<file path="config.mk">
export PLATFORM = sky130hd
export DESIGN_NAME = bounded_stack_with_sort_unit
export DESIGN_NICKNAME = d
export VERILOG_FILES = /design/src/sv/bsws_pkg.sv /design/src/sv/bsws_cell.sv /design/src/sv/bsws_seq.sv /design/src/sv/bounded_stack_with_sort_unit.sv
export SDC_FILE = /design/constraint.sdc
export NUM_CORES = 1
export LEC_CHECK = 0
export CAP_MARGIN = 20
export CORE_MARGIN = 2
export CORE_UTILIZATION = 60
export DETAILED_ROUTE_END_ITERATION = 16
export DONT_BUFFER_PORTS = 1
export PLACE_DENSITY = 0.74
export SETUP_SLACK_MARGIN = 0.2
export SYNTH_ARGS = -nofsm -noshare
export SYNTH_HDL_FRONTEND = slang
export SYNTH_SLANG_ARGS = --single-unit
</file>
<file path="constraint.sdc">
create_clock -name clk -period 14.89 [get_ports clk]
set_clock_uncertainty 0.1 [all_clocks]
set_input_delay 2.978 -clock clk [delete_from_list [all_inputs] [get_ports clk]]
set_output_delay 2.978 -clock clk [all_outputs]
set_load 0.05 [all_outputs]
</file>
<file path="src/sv/bsws_pkg.sv">
// Shared types and codes for the bounded stack with sort unit.
package bsws_pkg;

  localparam logic [2:0] CMD_PUSH  = 3'd0;
  localparam logic [2:0] CMD_POP   = 3'd1;
  localparam logic [2:0] CMD_PEEK  = 3'd2;
  localparam logic [2:0] CMD_LIST  = 3'd3;
  localparam logic [2:0] CMD_MAX   = 3'd4;
  localparam logic [2:0] CMD_EVEN  = 3'd5;
  localparam logic [2:0] CMD_ODD   = 3'd6;
  localparam logic [2:0] CMD_SORT  = 3'd7;

  localparam logic [1:0] ST_OK      = 2'd0;
  localparam logic [1:0] ST_EMPTY   = 2'd1;
  localparam logic [1:0] ST_FULL    = 2'd2;
  localparam logic [1:0] ST_NOMATCH = 2'd3;

  localparam logic [1:0] OP_HOLD = 2'd0;
  localparam logic [1:0] OP_SHDN = 2'd1;
  localparam logic [1:0] OP_SHUP = 2'd2;
  localparam logic [1:0] OP_CMPX = 2'd3;

  typedef struct packed {
    logic [2:0]         cmd;
    logic signed [31:0] value;
  } bsws_in_t;

  typedef struct packed {
    logic signed [31:0] value_res;
    logic [1:0]         status;
    logic [3:0]         count;
    logic               last;
  } bsws_out_t;

  typedef struct packed {
    logic [1:0] op;
    logic       odd;
    logic       inject;
  } bsws_chain_t;

  typedef struct packed {
    logic [1:0] op;
    logic       odd;
    logic       own_used;
    logic       dn_used;
  } bsws_cell_ctl_t;

endpackage

</file>
<file path="src/sv/bsws_cell.sv">
// One stack cell: holds one word and trades it with its neighbors.
module bsws_cell #(
  parameter int WORD_BITS = 32,
  parameter int IDX       = 0
) (
  input  logic                   clk,
  input  bsws_pkg::bsws_cell_ctl_t ctl,
  input  logic [WORD_BITS-1:0]   up_i,
  input  logic [WORD_BITS-1:0]   dn_i,
  output logic [WORD_BITS-1:0]   q_o
);
  import bsws_pkg::*;

  localparam logic IDX_ODD = (IDX % 2) == 1;
  localparam logic HAS_UP  = IDX > 0;

  logic [WORD_BITS-1:0] q_r;
  logic [WORD_BITS-1:0] q_nxt;
  logic                 pair_dn;
  logic                 pair_up;

  assign pair_dn = (IDX_ODD == ctl.odd) && ctl.dn_used;
  assign pair_up = HAS_UP && (IDX_ODD != ctl.odd) && ctl.own_used;

  always_comb begin
    q_nxt = q_r;
    case (ctl.op)
      OP_SHDN: q_nxt = up_i;
      OP_SHUP: q_nxt = dn_i;
      OP_CMPX: begin
        if (pair_dn && ($signed(dn_i) > $signed(q_r))) begin
          q_nxt = dn_i;
        end else if (pair_up && ($signed(up_i) < $signed(q_r))) begin
          q_nxt = up_i;
        end
      end
      default: q_nxt = q_r;
    endcase
  end

  always_ff @(posedge clk) begin
    q_r <= q_nxt;
  end

  assign q_o = q_r;

endmodule

</file>
<file path="src/sv/bsws_seq.sv">
// Command sequencer: fill count, walk and sort phases, result register.
module bsws_seq #(
  parameter int DEPTH     = 8,
  parameter int WORD_BITS = 32,
  parameter int FW        = $clog2(DEPTH + 1)
) (
  input  logic                  clk,
  input  logic                  rst_n,
  input  logic                  start,
  output logic                  busy,
  input  bsws_pkg::bsws_in_t    in_data,
  output logic                  out_strobe,
  output bsws_pkg::bsws_out_t   out_data,
  input  logic [WORD_BITS-1:0]  head_q,
  input  logic [WORD_BITS-1:0]  tail_q,
  output bsws_pkg::bsws_chain_t chain,
  output logic [FW-1:0]         fill_o
);
  import bsws_pkg::*;

  localparam int SW   = (DEPTH > 1) ? $clog2(DEPTH) : 1;
  localparam int SUMW = ((FW > SW) ? FW : SW) + 1;
  localparam logic [SW-1:0] STEP_LAST = SW'(DEPTH - 1);
  localparam logic [FW-1:0] FILL_FULL = FW'(DEPTH);

  localparam logic [1:0] S_IDLE = 2'd0;
  localparam logic [1:0] S_SORT = 2'd1;
  localparam logic [1:0] S_WALK = 2'd2;
  localparam logic [1:0] S_DONE = 2'd3;

  logic [1:0]           state_r, state_nxt;
  logic [2:0]           cmd_r, cmd_nxt;
  logic [SW-1:0]        step_r, step_nxt;
  logic [FW-1:0]        fill_r, fill_nxt;
  logic [WORD_BITS-1:0] pend_r, pend_nxt;
  logic                 have_r, have_nxt;
  logic                 out_valid_r, out_valid_nxt;
  bsws_out_t            out_r, out_nxt;

  logic                 emit;
  logic [WORD_BITS-1:0] emit_val;
  logic [1:0]           emit_st;
  logic [FW-1:0]        emit_cnt;
  logic                 emit_last;
  logic [SUMW-1:0]      walk_pos;
  logic                 tail_used;
  logic                 match;
  logic [WORD_BITS+31:0] val_ext;
  logic [FW+3:0]        cnt_ext;

  assign busy     = state_r != S_IDLE;
  assign walk_pos = SUMW'(step_r) + SUMW'(fill_r);
  assign tail_used = walk_pos >= SUMW'(DEPTH);

  always_comb begin
    match = tail_used;
    case (cmd_r)
      CMD_EVEN: match = tail_used && !tail_q[0];
      CMD_ODD:  match = tail_used && tail_q[0];
      default:  match = tail_used;
    endcase
  end

  always_comb begin
    state_nxt    = state_r;
    cmd_nxt      = cmd_r;
    step_nxt     = step_r;
    fill_nxt     = fill_r;
    pend_nxt     = pend_r;
    have_nxt     = have_r;
    emit         = 1'b0;
    emit_val     = '0;
    emit_st      = ST_OK;
    emit_cnt     = fill_r;
    emit_last    = 1'b1;
    chain.op     = OP_HOLD;
    chain.odd    = step_r[0];
    chain.inject = 1'b0;
    unique case (state_r)
      S_IDLE: begin
        if (start) begin
          cmd_nxt  = in_data.cmd;
          step_nxt = '0;
          have_nxt = 1'b0;
          if (in_data.cmd == CMD_PUSH) begin
            emit = 1'b1;
            if (fill_r == FILL_FULL) begin
              emit_st = ST_FULL;
            end else begin
              chain.op     = OP_SHDN;
              chain.inject = 1'b1;
              fill_nxt     = fill_r + FW'(1);
              emit_cnt     = fill_r + FW'(1);
            end
          end else if (fill_r == '0) begin
            emit    = 1'b1;
            emit_st = ST_EMPTY;
          end else begin
            case (in_data.cmd)
              CMD_POP: begin
                chain.op = OP_SHUP;
                fill_nxt = fill_r - FW'(1);
                emit     = 1'b1;
                emit_val = head_q;
                emit_cnt = fill_r - FW'(1);
              end
              CMD_PEEK: begin
                emit     = 1'b1;
                emit_val = head_q;
              end
              CMD_LIST: begin
                if (fill_r == FILL_FULL) begin
                  emit    = 1'b1;
                  emit_st = ST_FULL;
                end else begin
                  state_nxt = S_WALK;
                end
              end
              CMD_SORT: state_nxt = S_SORT;
              default:  state_nxt = S_WALK;
            endcase
          end
        end
      end
      S_SORT: begin
        chain.op = OP_CMPX;
        if (step_r == STEP_LAST) begin
          step_nxt  = '0;
          state_nxt = S_WALK;
        end else begin
          step_nxt = step_r + SW'(1);
        end
      end
      S_WALK: begin
        chain.op = OP_SHDN;
        if (cmd_r == CMD_MAX) begin
          if (tail_used && (!have_r || ($signed(tail_q) > $signed(pend_r)))) begin
            pend_nxt = tail_q;
            have_nxt = 1'b1;
          end
        end else if (match) begin
          if (have_r) begin
            emit      = 1'b1;
            emit_val  = pend_r;
            emit_last = 1'b0;
          end
          pend_nxt = tail_q;
          have_nxt = 1'b1;
        end
        if (step_r == STEP_LAST) begin
          state_nxt = S_DONE;
        end else begin
          step_nxt = step_r + SW'(1);
        end
      end
      S_DONE: begin
        state_nxt = S_IDLE;
        emit      = 1'b1;
        if (have_r) begin
          emit_val = pend_r;
        end else begin
          emit_st = ST_NOMATCH;
        end
      end
      default: state_nxt = S_IDLE;
    endcase
  end

  always_comb begin
    val_ext           = {{32{emit_val[WORD_BITS-1]}}, emit_val};
    cnt_ext           = {4'b0, emit_cnt};
    out_valid_nxt     = emit;
    out_nxt.value_res = val_ext[31:0];
    out_nxt.status    = emit_st;
    out_nxt.count     = cnt_ext[3:0];
    out_nxt.last      = emit_last;
  end

  always_ff @(posedge clk) begin
    if (!rst_n) begin
      state_r     <= S_IDLE;
      fill_r      <= '0;
      have_r      <= 1'b0;
      out_valid_r <= 1'b0;
      step_r      <= '0;
      cmd_r       <= CMD_PUSH;
    end else begin
      state_r     <= state_nxt;
      fill_r      <= fill_nxt;
      have_r      <= have_nxt;
      out_valid_r <= out_valid_nxt;
      step_r      <= step_nxt;
      cmd_r       <= cmd_nxt;
    end
  end

  always_ff @(posedge clk) begin
    pend_r <= pend_nxt;
    out_r  <= out_nxt;
  end

  assign out_strobe = out_valid_r;
  assign out_data   = out_r;
  assign fill_o     = fill_r;

  a_fill_bound: assert property (@(posedge clk) disable iff (!rst_n)
    fill_r <= FILL_FULL)
    else $error("fill count above depth");

  a_fill_held: assert property (@(posedge clk) disable iff (!rst_n)
    busy |=> $stable(fill_r))
    else $error("fill count moved during a multi-cycle transaction");

  a_last_idle: assert property (@(posedge clk) disable iff (!rst_n)
    (out_strobe && out_data.last) |-> !busy)
    else $error("final result while sequencer still busy");

  a_empty_zero: assert property (@(posedge clk) disable iff (!rst_n)
    (out_strobe && (out_data.status == ST_EMPTY)) |->
      (out_data.count == 4'd0) && (out_data.value_res == 32'sd0) && out_data.last)
    else $error("empty status with data or count");

endmodule

</file>
<file path="src/sv/bounded_stack_with_sort_unit.sv">
// Top level: bounded stack of signed words held in a chain of cells, with sort.
//
//   channel  ports                     transfer
//   input    start, busy, in_data      start && !busy
//   result   out_strobe, out_data      out_strobe, one cycle per result
//
// Push, pop and peek are handled without leaving idle; the result follows on the next cycle.
// List, max, even and odd rotate the cell chain once around; list on a full stack reports full instead.
// Sort runs DEPTH compare-exchange phases, then the list walk.
// Reset (rst_n low, synchronous) empties the stack; cell contents are not cleared.
// Results are strobed for one cycle each and cannot be held off.
module bounded_stack_with_sort_unit #(
  parameter int DEPTH     = 8,
  parameter int WORD_BITS = 32
) (
  input  logic                clk,
  input  logic                rst_n,
  input  logic                start,
  output logic                busy,
  input  bsws_pkg::bsws_in_t  in_data,
  output logic                out_strobe,
  output bsws_pkg::bsws_out_t out_data
);
  import bsws_pkg::*;

  localparam int FW = $clog2(DEPTH + 1);

  logic [WORD_BITS-1:0]  q [DEPTH];
  logic [WORD_BITS-1:0]  head_in;
  logic [WORD_BITS+31:0] push_ext;
  logic [FW-1:0]         fill;
  logic [DEPTH-1:0]      used;
  bsws_chain_t           chain;

  assign push_ext = {{WORD_BITS{in_data.value[31]}}, in_data.value};
  assign head_in  = chain.inject ? push_ext[WORD_BITS-1:0] : q[DEPTH-1];

  bsws_seq #(
    .DEPTH     (DEPTH),
    .WORD_BITS (WORD_BITS),
    .FW        (FW)
  ) u_seq (
    .clk        (clk),
    .rst_n      (rst_n),
    .start      (start),
    .busy       (busy),
    .in_data    (in_data),
    .out_strobe (out_strobe),
    .out_data   (out_data),
    .head_q     (q[0]),
    .tail_q     (q[DEPTH-1]),
    .chain      (chain),
    .fill_o     (fill)
  );

  for (genvar i = 0; i < DEPTH; i++) begin : g_cell
    logic [WORD_BITS-1:0] up_w;
    logic [WORD_BITS-1:0] dn_w;
    logic                 dn_used_w;
    bsws_cell_ctl_t       ctl_w;

    assign used[i] = fill > FW'(i);

    if (i == 0) begin : g_head
      assign up_w = head_in;
    end else begin : g_mid_up
      assign up_w = q[i-1];
    end

    if (i == DEPTH - 1) begin : g_tail
      assign dn_w      = q[i];
      assign dn_used_w = 1'b0;
    end else begin : g_mid_dn
      assign dn_w      = q[i+1];
      assign dn_used_w = used[i+1];
    end

    assign ctl_w = '{op: chain.op, odd: chain.odd, own_used: used[i], dn_used: dn_used_w};

    bsws_cell #(
      .WORD_BITS (WORD_BITS),
      .IDX       (i)
    ) u_cell (
      .clk  (clk),
      .ctl  (ctl_w),
      .up_i (up_w),
      .dn_i (dn_w),
      .q_o  (q[i])
    );
  end

endmodule
</file>
---- Word level (Yosys, flattened, before mapping) ----
Cells that the tools add are included.
storage, ports and cells
  flip-flop bits (word level) ............. 341
  bits in latches ......................... 0
  memory bits (writable) .................. 0
  ROM bits ................................ 0
  bits of input ports ..................... 38
  output and inout port bits .............. 41
  logic and storage cells ................. 219
  memories ................................ 0
cells by class
  add/subtract/negate cells ............... 4
  multipliers ............................. 0
  divide/modulo/power cells ............... 0
  magnitude comparators ................... 23
  equal/unequal tests ..................... 34
  shift-type cells ........................ 0
  mux-type cells .......................... 85
  bitwise operators ....................... 3
  reductions and logical operators ........ 51
operators with widths
  cell                count
  $mux 32             25
  $pmux 32 s3         8
  $gt 32x32->1        8
  $lt 32x32->1        7
  $pmux 32 s2         1
  $mux 2              16
  $logic_and 1x1->1   24
  $mux 4              6
  $ne 3x1->1 const B  7
  $reduce_and 2->1    9
  $mux 1              17
  $gt 4x3->1 const B  4
  $eq 3x3->1 const B  5
  $ne 2x2->1 const B  6
  $pmux 2 s3          2
  $mux 3              3
  $pmux 3 s3          1
  $eq 2x2->1 const B  4
  $gt 4x2->1 const B  2
  $ne 2x1->1 const B  4
  $pmux 2 s4          1
  $reduce_bool 2->1   4
  $reduce_and 7->1    1
  $eq 3x2->1 const B  2
  other kinds (24)    33

---- Longest topological paths before layout ----
  depth in word-level cells ............... 9
  gate-level depth with buffers ........... 13

---- Hierarchy ----
A second synthesis with hierarchy kept.
unflattened totals
  cell total of the unflattened synthesis .. 2591
  area, all modules ....................... 27274.9 um^2
modules (own cells, without submodules)
  module                            times used  cells each  area each (um^2)
  bsws_cell (g_cell[2].u_cell ...)  5           279         2850.2
  bsws_seq                          1           419         4434.3
  bsws_cell (g_cell[1].u_cell)      1           268         3065.4
  bsws_cell (g_cell[3].u_cell)      1           273         2850.2
  bsws_cell (g_cell[0].u_cell)      1           190         2200.9
  bounded_stack_with_sort_unit      1           46          473.0

---- Worst setup path before layout ----
OpenSTA, ideal clock, no wires.
  path kind ............................... input to register
  from .................................... input port in_data[33] (netlist name)
  to ...................................... register g_cell[0].u_cell.q_r[0], enable pin
  setup time .............................. 0.466 ns
  arrival ................................. 6.767 ns
  data required time ...................... 14.324 ns
  slack ................................... 7.558 ns
  stages .................................. 9
  cell sequence ........................... clkbuf_1 > nor3_2 > nand3_1 > buf_2 > a21oi_1 > buf_2 > buf_1 > nor2_1 > o21ai_0
on the way
  cells in the longest elaborated chain, start to end .. 9
ends and longest elaborated chain
  element                                                           line                                text
  start, declared                                                   bounded_stack_with_sort_unit.sv:20  input bsws_pkg::bsws_in_t in_data,
  $eq 3x1->1                                                        bsws_seq.sv:99                      case (in_data.cmd)
  $mux 2                                                            bsws_seq.sv:99
  $mux 2                                                            bsws_seq.sv:95                      end else if (fill_r == '0) begin
  $mux 2 (*)                                                        bsws_seq.sv:85                      if (in_data.cmd == CMD_PUSH) begin
  $mux 2 (*)                                                        bsws_seq.sv:81                      if (start) begin
  $pmux 2 s3 (*)                                                    bsws_seq.sv:79                      unique case (state_r)
  $eq 2x2->1, or another cell as far along                          bsws_cell.sv:27                     case (ctl.op)
  $ne 2x1->1 (no source line) or $reduce_bool 3->1 (tied branches)  --
  $reduce_and 2->1 (no source line) (*)                             --
  end signal, assigned                                              bsws_cell.sv:42                     q_r <= q_nxt;
  end, declared                                                     bsws_cell.sv:17                     logic [WORD_BITS-1:0] q_r;
Every way passes the cells marked *; elsewhere a longest branch is shown, timed or not.
A chain may end at the register's enable or synchronous reset.

---- Worst setup path in the final report ----
  from .................................... input port in_data[32] (netlist name)
  to ...................................... register g_cell[4].u_cell.q_r[4], enable pin
on the way
  cells in the longest elaborated chain, start to end .. 9
ends and longest elaborated chain
  element                                                           line
  $eq 3x1->1                                                        bsws_seq.sv:99
  $mux 2                                                            bsws_seq.sv:99
  $mux 2                                                            bsws_seq.sv:95
  $mux 2 (*)                                                        bsws_seq.sv:85
  $mux 2 (*)                                                        bsws_seq.sv:81
  $pmux 2 s3 (*)                                                    bsws_seq.sv:79
  $eq 2x2->1, or another cell as far along                          bsws_cell.sv:27
  $ne 3x1->1 (no source line) or $reduce_bool 3->1 (tied branches)  --
  $reduce_and 2->1 (no source line) (*)                             --
  end signal, assigned                                              bsws_cell.sv:42
  end, declared                                                     bsws_cell.sv:17
Marked as above.

==> results_dict.tcl <==
set metrics [dict create \
    avgSynthCellArea_um2 11.0 \
    drt_first_pass_iters 6 \
    cts.sink_count 341 \
    preCtsSetupSlack_ns 8.25 \
    p_leak_uw 0.00995 \
    drt-total-wl_um 58600 \
    nNetsFinal 2217 \
    insertion_delay_ns 0.57 \
    ys_seq_elements 341 \
    path_class "in2reg" \
    ys_types 66 \
    cts_made_buffers 39 \
    layout-drive-gt1-share 0.0634 \
    cts-resized-gates 0 \
    synth_cells 1921 \
    r2r-end "g_cell[4].u_cell.q_o[4]" \
    critical_path_required_ns 15.05 \
    yosysWarnings 0 \
    finalNonFillerCells 2396 \
    setup_viol 0 \
    max_stage_delay_ns 0.78 \
    finalHoldViolations 0 \
    endpoint_kind "register" \
    h-tree-depth 2 \
    tightest_slew_ns 1.10 \
    synth_fa_ha_area_frac 0.159 \
    crit_slowest_cell "buf_4" \
    grt_pass1_vias 15400 \
    synthFlopType "edfxtp_1" \
    grt_pass1_wl_um 89700 \
    worst_slack_ns 8.80 \
    cp_max_fo 101 \
    insertedDiodeCount 0 \
    hp-class "reg2reg" \
    syn_area_um2 21100 \
    core_area_um2 34600 \
    port_buffers 0 \
    area_delta_synth_final_pct 9.49 \
    period_needed_ns 6.09 \
    grt_usage 0.322 \
    status "finished clean" \
    max_freq_mhz 164 \
    cts_hold_buffers 0 \
    routabilityCongestion 0.874 \
    cp_cell_sequence "nor3_2, nand3_2, buf_4, a21oi_4, buf_4, nor2_1, buf_4, a31oi_4, buf_16" \
    rsz0062_at_grt "false" \
    timing.rr.start "u_seq.state_r[1]" \
    placedCellCount 2323 \
    dpl-instance-area_um2 21800 \
    path_clk_slew_ns 0.06 \
    multi_input_area_um2 10500 \
    synth_top_family_by_area "adder cells" \
    die_width_um 192 \
    grt.overflow.total 0 \
    detail_route.drc_violations 0 \
    finalCritPeriodShare 0.409 \
    hpwl_um 42100 \
    synthesis.nets 2227 \
    min_from "g_cell[6].u_cell.q_o[8]" \
    clk_path_buf_depth 3 \
    synth_xor_area_frac 0.000829 \
    worstHoldPathCells 0 \
    drv_slew 0 \
    p_per_area_nw_per_um2 250 \
    fillCellCount 2531 \
    wl_per_cell_um 24.5 \
    cts-root-buf "clkbuf_16" \
    synth_edf_count 288 \
    final_area_um2 23100 \
    num_vias 15800 \
    critPathLaunchType "input port" \
    initial_utilization 0.610 \
    cts_setup_buffers 0 \
    ant_nets 0 \
    tns_ns 0 \
    maxCapViolCount 0 \
    peakVddDrop_mv 0.177 \
    antenna_found_initial 0 \
    drt_iter0_drc 1785 \
    ff2ff_path_depth 11 \
    async_flop_share 0 \
    hold-path-endpoint "g_cell[7].u_cell.q_o[8]" \
    reg2reg_slack_ns 10.26 \
    path_common_cell "buf_4" \
    tritoncts "built" \
    cp_data_arrival_time_ns 6.25 \
    seq_area_frac_synth 0.459 \
    fp.dieArea_um2 36700 \
    vias_per_cell 6.61 \
    max-slew-margin-rel 0.258 \
    synth_simple_gate_area_frac 0.101 \
    ios 79 \
    grt_max_degree 102 \
    synth_compound_area_frac 0.127 \
    fp-row-count 68 \
    chipHeight_um 192 \
    synthMuxAreaShare 0.0992 \
    regArea_um2 9710 \
]
==> state kept, by name, indices dropped and copies added, names as in the netlist <==
register           count
u_seq.have_r           1
u_seq.out_data        39
u_seq.cmd_r            3
u_seq.fill_o           4
u_seq.pend_r          32
u_seq.state_r          2
u_seq.out_strobe       1
u_seq.step_r           3
g_cell.u_cell.q_o    256
==> power breakdown <==
group | internal (uW) | switching [uW]
combinational | 1010 | 1720
clock | 563 | 401
sequential | 1690 | 416
==> critical path: cells and delay by family <==
family / cells / cell delay, ns
simple gates: 3 / 0.71
buf+inv: 4 / 1.68
compound gates: 2 / 0.84
==> logic make-up (layout without fill, tap and decap cells) <==
kind of cell               count (synthesis)  in the layout
DFF                                      341            341
adders and majority gates                268            268
AOI/OAI and AO/OA                        398            398
buffers and inverters                    285            305
xor gates and xnor gates                   2              2
muxes                                    197            197
and+or+nand+nor                          430            430
==> cell usage after synthesis (8+ instances only) <==
master / n / area (um2)
a22oi_1: 37 / 278
o21a_1: 11 / 82.6
buf_2: 18 / 90.1
o21ai_0: 66 / 330
ha_1: 267 / 3340
nand3_1: 61 / 305
dfxtp_1: 53 / 1060
nor2_1: 77 / 289
o21ai_1: 22 / 110
a31oi_1: 10 / 62.6
a21o_1: 23 / 173
a211oi_1: 20 / 150
clkbuf_1: 45 / 169
nor2b_1: 13 / 81.3
o311ai_0: 33 / 289
and2_1: 9 / 56.3
nand2b_1: 10 / 62.6
mux2_1: 93 / 1050
mux2i_1: 100 / 1000
nand4_1: 39 / 244
edfxtp_1: 288 / 8650
buf_4: 8 / 60.1
nand2_1: 132 / 495
a311o_1: 33 / 330
nor3_1: 15 / 75.1
inv_1: 206 / 773
a21oi_1: 91 / 455
o211ai_1: 11 / 82.6
nor4_1: 42 / 263
==> cell usage in the layout, fill, tap and decap left out, drive strengths merged, types with 5 or more instances in the layout <==
| cell | synthesis | final |
|---|---|---|
| nor2b | 13 | 13 |
| o31ai | 5 | 5 |
| nand2 | 132 | 132 |
| a31oi | 10 | 10 |
| nor3b | 5 | 5 |
| a21boi | 5 | 5 |
| a22oi | 37 | 37 |
| nor4 | 43 | 43 |
| mux2 | 96 | 96 |
| a311o | 33 | 33 |
| mux2i | 101 | 101 |
| o311ai | 33 | 33 |
| ha | 267 | 267 |
| and4 | 6 | 6 |
| o21a | 11 | 11 |
| o21ai | 88 | 88 |
| inv | 208 | 214 |
| nor2 | 77 | 77 |
| o211ai | 11 | 11 |
| clkinv | 0 | 13 |
| nor3 | 16 | 16 |
| clkbuf | 45 | 52 |
| buf | 32 | 26 |
| nand2b | 10 | 10 |
| a21o | 23 | 23 |
| nand3 | 61 | 61 |
| edfxtp | 288 | 288 |
| and2 | 9 | 9 |
| nand4 | 39 | 39 |
| dfxtp | 53 | 53 |
| a211oi | 20 | 20 |
| a21oi | 92 | 92 |
==> per-stage QoR <==
stage                util  hold WS [ns]  power (uW)
floorplan               -         0.353        3810
global placement    0.627         0.373        4540
global route        0.668         0.408        6160
finish              0.668         0.391        5790
detailed placement  0.630         0.374        4750
CTS                 0.667         0.393        5730
==> worst max path at each step <==
stage	start	endpoint	slack [ns]	cells past startpoint
6_report	in_data[32]	g_cell[4].u_cell.q_o[4]	8.80	9
5_1_grt	in_data[32]	g_cell[4].u_cell.q_o[4]	8.61	9
2_1_floorplan	in_data[33]	g_cell[0].u_cell.q_o[0]	7.56	9
4_1_cts	in_data[32]	g_cell[4].u_cell.q_o[4]	8.83	8
3_3_place_gp	in_data[32]	g_cell[4].u_cell.q_o[15]	8.17	7
3_5_place_dp	in_data[32]	g_cell[4].u_cell.q_o[10]	8.25	8
==> routing by layer <==
layer / global-route usage / vias up / share of wire
met5: 0 / - / 0
met4: 0.131 / 0 / 0.036
met3: 0.0583 / 128 / 0.084
met2: 0.509 / 723 / 0.46
met1: 0.440 / 7741 / 0.42
li1: - / 7252 / -
==> area by class of cell <==
| class | instances | area share |
|---|---|---|
| timing repair buffer | 26 | 0.0121 |
| inverter | 208 | 0.0337 |
| clock inverter | 19 | 0.00422 |
| clock buffer | 52 | 0.0515 |
| sequential | 341 | 0.420 |
| multi-input combinational | 1295 | 0.454 |
| tap | 455 | 0.0246 |
Note: power is estimated with default switching activity, not from simulation.
